File: src/rtl/bnd_pkg.sv
package bnd_pkg;

    localparam int PIX_W      = 8;
    localparam int FW_W       = 12;
    localparam int FH_W       = 13;
    localparam int PER_W      = 3;
    localparam int CELLS_W    = 32;
    localparam int CFG_IDX_W  = 3;
    localparam int MAX_HEIGHT = 4096;
    localparam int ROW_W      = 12;
    localparam int ROWV_W     = 13;

    localparam logic [FW_W-1:0]    FW_RESET    = 12'd640;
    localparam logic [FH_W-1:0]    FH_RESET    = 13'd480;
    localparam logic [PER_W-1:0]   PER_RESET   = 3'd2;
    localparam logic [CELLS_W-1:0] CELLS_RESET = 32'd2308;

    typedef enum logic [CFG_IDX_W-1:0] {
        CFG_WIDTH  = 3'd0,
        CFG_HEIGHT = 3'd1,
        CFG_PCOLS  = 3'd2,
        CFG_PROWS  = 3'd3,
        CFG_CELLS  = 3'd4
    } t_cfg_idx;

    typedef enum logic [1:0] {
        COL_RED     = 2'd0,
        COL_GREEN   = 2'd1,
        COL_BLUE    = 2'd2,
        COL_RED_ALT = 2'd3
    } t_colour;

    localparam logic OP_PIXEL = 1'b0;
    localparam logic OP_FLUSH = 1'b1;

    typedef enum logic [5:0] {
        ST_IDLE  = 6'b000001,
        ST_SCAN  = 6'b000010,
        ST_DRAIN = 6'b000100,
        ST_LOAD  = 6'b001000,
        ST_DIV   = 6'b010000,
        ST_OUT   = 6'b100000
    } t_state;

    typedef struct packed {
        logic accept;
        logic scan_start;
        logic scan;
        logic div_start;
        logic div;
        logic load;
    } t_cmd;

    typedef struct packed {
        logic emit_now;
        logic scan_last;
        logic div_last;
        logic out_free;
    } t_sts;

endpackage

File: src/rtl/bnd_controller.sv
module bnd_controller (
    input  logic          i_clk,
    input  logic          i_rst_n,
    input  logic          i_in_valid,
    output logic          o_in_ready,
    input  bnd_pkg::t_sts i_sts,
    output bnd_pkg::t_cmd o_cmd
);
    import bnd_pkg::*;

    t_state r_state, n_state;

    always_ff @(posedge i_clk) begin
        if (!i_rst_n) begin
            r_state <= ST_IDLE;
        end else begin
            r_state <= n_state;
        end
    end

    always_comb begin
        n_state    = r_state;
        o_cmd      = '0;
        o_in_ready = 1'b0;
        unique case (r_state)
            ST_IDLE: begin
                o_in_ready = 1'b1;
                if (i_in_valid) begin
                    o_cmd.accept = 1'b1;
                    if (i_sts.emit_now) begin
                        o_cmd.scan_start = 1'b1;
                        n_state          = ST_SCAN;
                    end
                end
            end
            ST_SCAN: begin
                o_cmd.scan = 1'b1;
                if (i_sts.scan_last) n_state = ST_DRAIN;
            end
            // last tap read lands in the accumulators here
            ST_DRAIN: n_state = ST_LOAD;
            ST_LOAD: begin
                o_cmd.div_start = 1'b1;
                n_state         = ST_DIV;
            end
            ST_DIV: begin
                o_cmd.div = 1'b1;
                if (i_sts.div_last) n_state = ST_OUT;
            end
            ST_OUT: begin
                if (i_sts.out_free) begin
                    o_cmd.load = 1'b1;
                    n_state    = ST_IDLE;
                end
            end
            default: n_state = ST_IDLE;
        endcase
    end

endmodule

File: config.mk
export PLATFORM = sky130hd
export DESIGN_NAME = bnd_controller
export DESIGN_NICKNAME = d
export VERILOG_FILES = /design/src/rtl/bnd_pkg.sv /design/src/rtl/bnd_controller.sv
export SDC_FILE = /design/constraint.sdc
export NUM_CORES = 1
export LEC_CHECK = 0
export ABC_CLOCK_PERIOD_IN_PS = 3000
export BUFFER_PORTS_ARGS = -buffer_cell sky130_fd_sc_hd__buf_2
export CAP_MARGIN = 20
export CORE_AREA = 5 5 42 44
export DETAILED_ROUTE_END_ITERATION = 7
export DIE_AREA = 0 0 47 49
export SETUP_SLACK_MARGIN = 0.3
export SLEW_MARGIN = 20
export SYNTH_ARGS = -nofsm -noshare
export SYNTH_HDL_FRONTEND = slang
export SYNTH_SLANG_ARGS = --single-unit
export TNS_END_PERCENT = 30
File: constraint.sdc
create_clock -name i_clk -period 3 [get_ports i_clk]
set_clock_uncertainty 0.1 [all_clocks]
set_input_delay 0.6 -clock i_clk [delete_from_list [all_inputs] [get_ports i_clk]]
set_output_delay 0.6 -clock i_clk [all_outputs]
set_load 0.01 [all_outputs]
# Word level (Yosys, flattened, before mapping)
# Cells that the tools add are included.
# totals
out_inout_bits	7
regBits	6
n_memories	0
ram_bits	0
wordCells	28
latchBits	0
romBits	0
# classes
addsub	0
multipliers	0
div	0
n_eq_ne	11
muxes	15
n_shift	0
n_reduce_logical	1
bitwise_logic	0
n_lt_le_gt_ge	0
# op_table
cell	n
one-hot mux 6 bit (6 select lines)	1
two-way mux 6 bit	5
!= test 2 bit (second input constant)	5
two-way mux 1 bit	7
equality test 6 x 1 -> 1 bit (second input constant)	1
equality test 6 x 2 -> 1 bit (second input constant)	1
equality test 6 x 3 -> 1 bit (second input constant)	1
equality test 6 x 4 -> 1 bit (second input constant)	1
equality test 6 x 5 -> 1 bit (second input constant)	1
equality test 6 bit (second input constant)	1
AND reduction 5 bit	1
two-way mux 2 bit	2

# Longest topological paths before layout
# logic_depth
word_depth	3
ltp_mapped	5
mapped_depth_nobuf	4

# Worst setup path before layout
# Ideal clock, no wire load.
# synth_path
kind	reg2out
startpoint	register r_state[1]
endpoint	output o_cmd[4] (netlist name)
required_ps	2300
stages_incl_launch_ff	5
arrival_ps	1331
slack_ps	969
path_cell_list	dfxtp_1 or4_4 nor2_1 nand3_1 inv_1
# synth_lines
item	line_no	rtl
from (decl)	bnd_controller.sv:11	t_state r_state, n_state;
from (signal assigned)	bnd_controller.sv:17	r_state <= n_state;
to (decl)	bnd_controller.sv:7	output bnd_pkg::t_cmd o_cmd

==> results.md <==
- Outcome: finished clean
- Final #Nets: 70
- Critical path peak fanout: 6
- CTS tree: built
- Post-Route WL: 869 um
- Mux cell area share after synthesis: 0.0267
- Synth area leaders: dfxtp_1, nor3b_1, nand2_1, nor2_1, and2_1
- Post-layout minimum cycle time: 2320 ps
- Rows: 14
- Max incr delay on CP: around 580 ps
- Initial core utilization: 0.268
- Syn nets: 53
- Biggest regs: r_state (6)
- Max Cap Viol: 0
- N_diodes: 0
- Hold Slack: 464 ps
- Setup Buffers After CTS: 0
- Sequential share of the synthesized area: 0.320
- Worst Hold Class: reg2reg
- # hold bufs at CTS: 0
- Number of flip-flops in the largest register: 6
- CP Class: reg2out
- CTS resizes: 0
- DP Area: 455 um^2
- Final Hold Fails: 0
- Commonest non-fill, non-tap cells in the layout: buf_2, dfxtp_1, nand2_1
- Max Slew Vio Count: 0
- Main combinational cell family by area after synthesis: simple AND/OR/NAND/NOR gates
- Core Region: 0.00140 mm^2
- Post-Synth XOR/XNOR Area: 0.0233
- Synth Warn #: 0
- Die H: 49 um
- Clk buf depth: 2
- Via count: 395
- Largest Register: r_state
- RD Place Congestion: 0.903
- Non-Filler Instances: 77
- Clock-pin slew of the registers on the worst-case setup and hold paths: 40 ps
- Die area: 0.00230 mm^2
- H-tree levels: 1
- Worst EP required: 2300 ps
- Worst path arrival time: 1620 ps
- GRT Util Overall: 0.0888
- Routed length per instance: about 11 um
- Worst-Margin Slew: 271 ps
- Flops & latches, synth: 6
- DRC viols: 0
- Crit. End Element: primary output
- DIE WIDTH: 47 um
- # IOs: 14
- Syn_area_per_cell: a little over 8 um^2
- Post-synthesis compound-gate area fraction: 0.153
- Fillers: approximately 160
- Yosys cell types: 28
- Worst VDD drop: around 0.00025 V
- Synth Area in Adders: 0
- F_max: roughly 430 MHz
- Cts bufs inserted: 3
- Setup violators final: 0
- Num Clock Sinks: 6
- Port bufs: 13
- Share of the synthesized area in the top cell type: 0.320
- Placed cells: 74
- RSZ-0062 raised after global routing: false
- Routed Antenna Nets: 0
- Worst skew pair latency: 240 ps
- Initial antenna violation count: 0
- Vias per cell: between 5 and 6
- Leakage power total: 0.000224 uW
- Setup crit start kind: register
- Simple-gate share of the synthesized area: 0.443
- Most common cell after layout, fill and taps aside: buf_2
- Global-route wire length before repair: 1570 um
- Number of global-route vias before repair: 420
- Slowest stage cell, crit path: or4_1
- DR pass1 iterations: 2
- Leading area contributor after synthesis: dfxtp_1
- Post-Syn Area: 375 um^2
- Fraction of layout cells with a size suffix above 1: 0.295
- Total grt overflow: 0
- TNS Setup: 0 ps
- Fin crit share: 0.772
- Mapped Cells: 46
- CP Cell Sequence: or4_1 > nor3b_1 > buf_2
- Slew Limit Headroom: 0.817
- Pwr dens: 404 mW/mm^2
- Drt initial violations: 1
- Largest net degree at the start of global routing: 10
- Non-Filler Cell Area, Final: between 400 and 500 um^2
- Dpl hpwl: 711 um
- Area grow syn2layout: 27.3%
- CTS root buf: clkbuf_4
==> metal layers <==
metal	vias up	global-route usage	part of all wire
li1	207	-	-
met1	180	0.104	0.42
met2	6	0.133	0.54
met3	2	0.0111	0.030
met4	0	0.0783	0.012
met5	-	0	0
==> cell usage after synthesis <==
master and count:
a211o_1 1, a211oi_1 1, a21boi_0 1, and2_1 2, and3_1 1, and3_4 1
and4_1 1, and4b_1 1, buf_2 1, dfxtp_1 6, inv_1 2, mux2i_1 1
nand2_1 5, nand2b_1 1, nand3_1 2, nand3b_1 1, nand4_1 1, nor2_1 4
nor3_1 1, nor3b_1 4, o211ai_1 1, o21ai_0 1, o21ai_1 1, o21bai_1 1
o311ai_0 1, or4_1 1, or4_4 1, xor2_1 1
==> worst max-delay path, delay by kind of cell (launching register included) <==
kind                   cells  cell delay [ps]
buffers and inverters      1              180
DFF                        1              340
and+or+nand+nor            2              850
==> cell type report <==
| cell class | count | area (um^2) | area share |
|---|---|---|---|
| Multi-Input combinational cell | 37 | 243 | 0.508 |
| Sequential cell | 6 | 120 | 0.251 |
| Timing Repair Buffer | 13 | 65.1 | 0.136 |
| Clock buffer | 3 | 22.5 | 0.0471 |
| Tap cell | 16 | 20.0 | 0.0419 |
| Inverter | 2 | 7.51 | 0.0157 |
==> where the power goes <==
group	total, uW	internal (uW)	switching [uW]
clock network	69.6	45.0	24.7
registers	85.7	82.4	3.33
logic	37.9	18.7	19.2
total	193	146	47.3
==> worst paths after layout <==
kind         startpoint    endpoint  slack [ps]  depth (start not counted)
min reg2reg  r_state[4]  r_state[4]         460                          2
max          r_state[1]    o_cmd[1]         680                          3
min          r_state[4]  r_state[4]         460                          2
max reg2reg  r_state[1]  r_state[2]        1230                          4
==> metrics by stage <==
step / total power, uW / util / setup WS [ps]
floorplan: 111 / - / 969
global placement: 125 / 0.325 / 940
detailed placement: 125 / 0.325 / 945
CTS: 199 / 0.341 / 660
global route: 207 / 0.341 / 590
finish: 193 / 0.341 / 684
==> logic make-up (layout without fill, tap and decap cells) <==
family,Yosys count,count (layout)
buf+inv,3,18
simple gates,27,27
compound gates,8,8
xor+xnor,1,1
mux,1,1
flops,6,6
(Power assumes the default switching activity.)
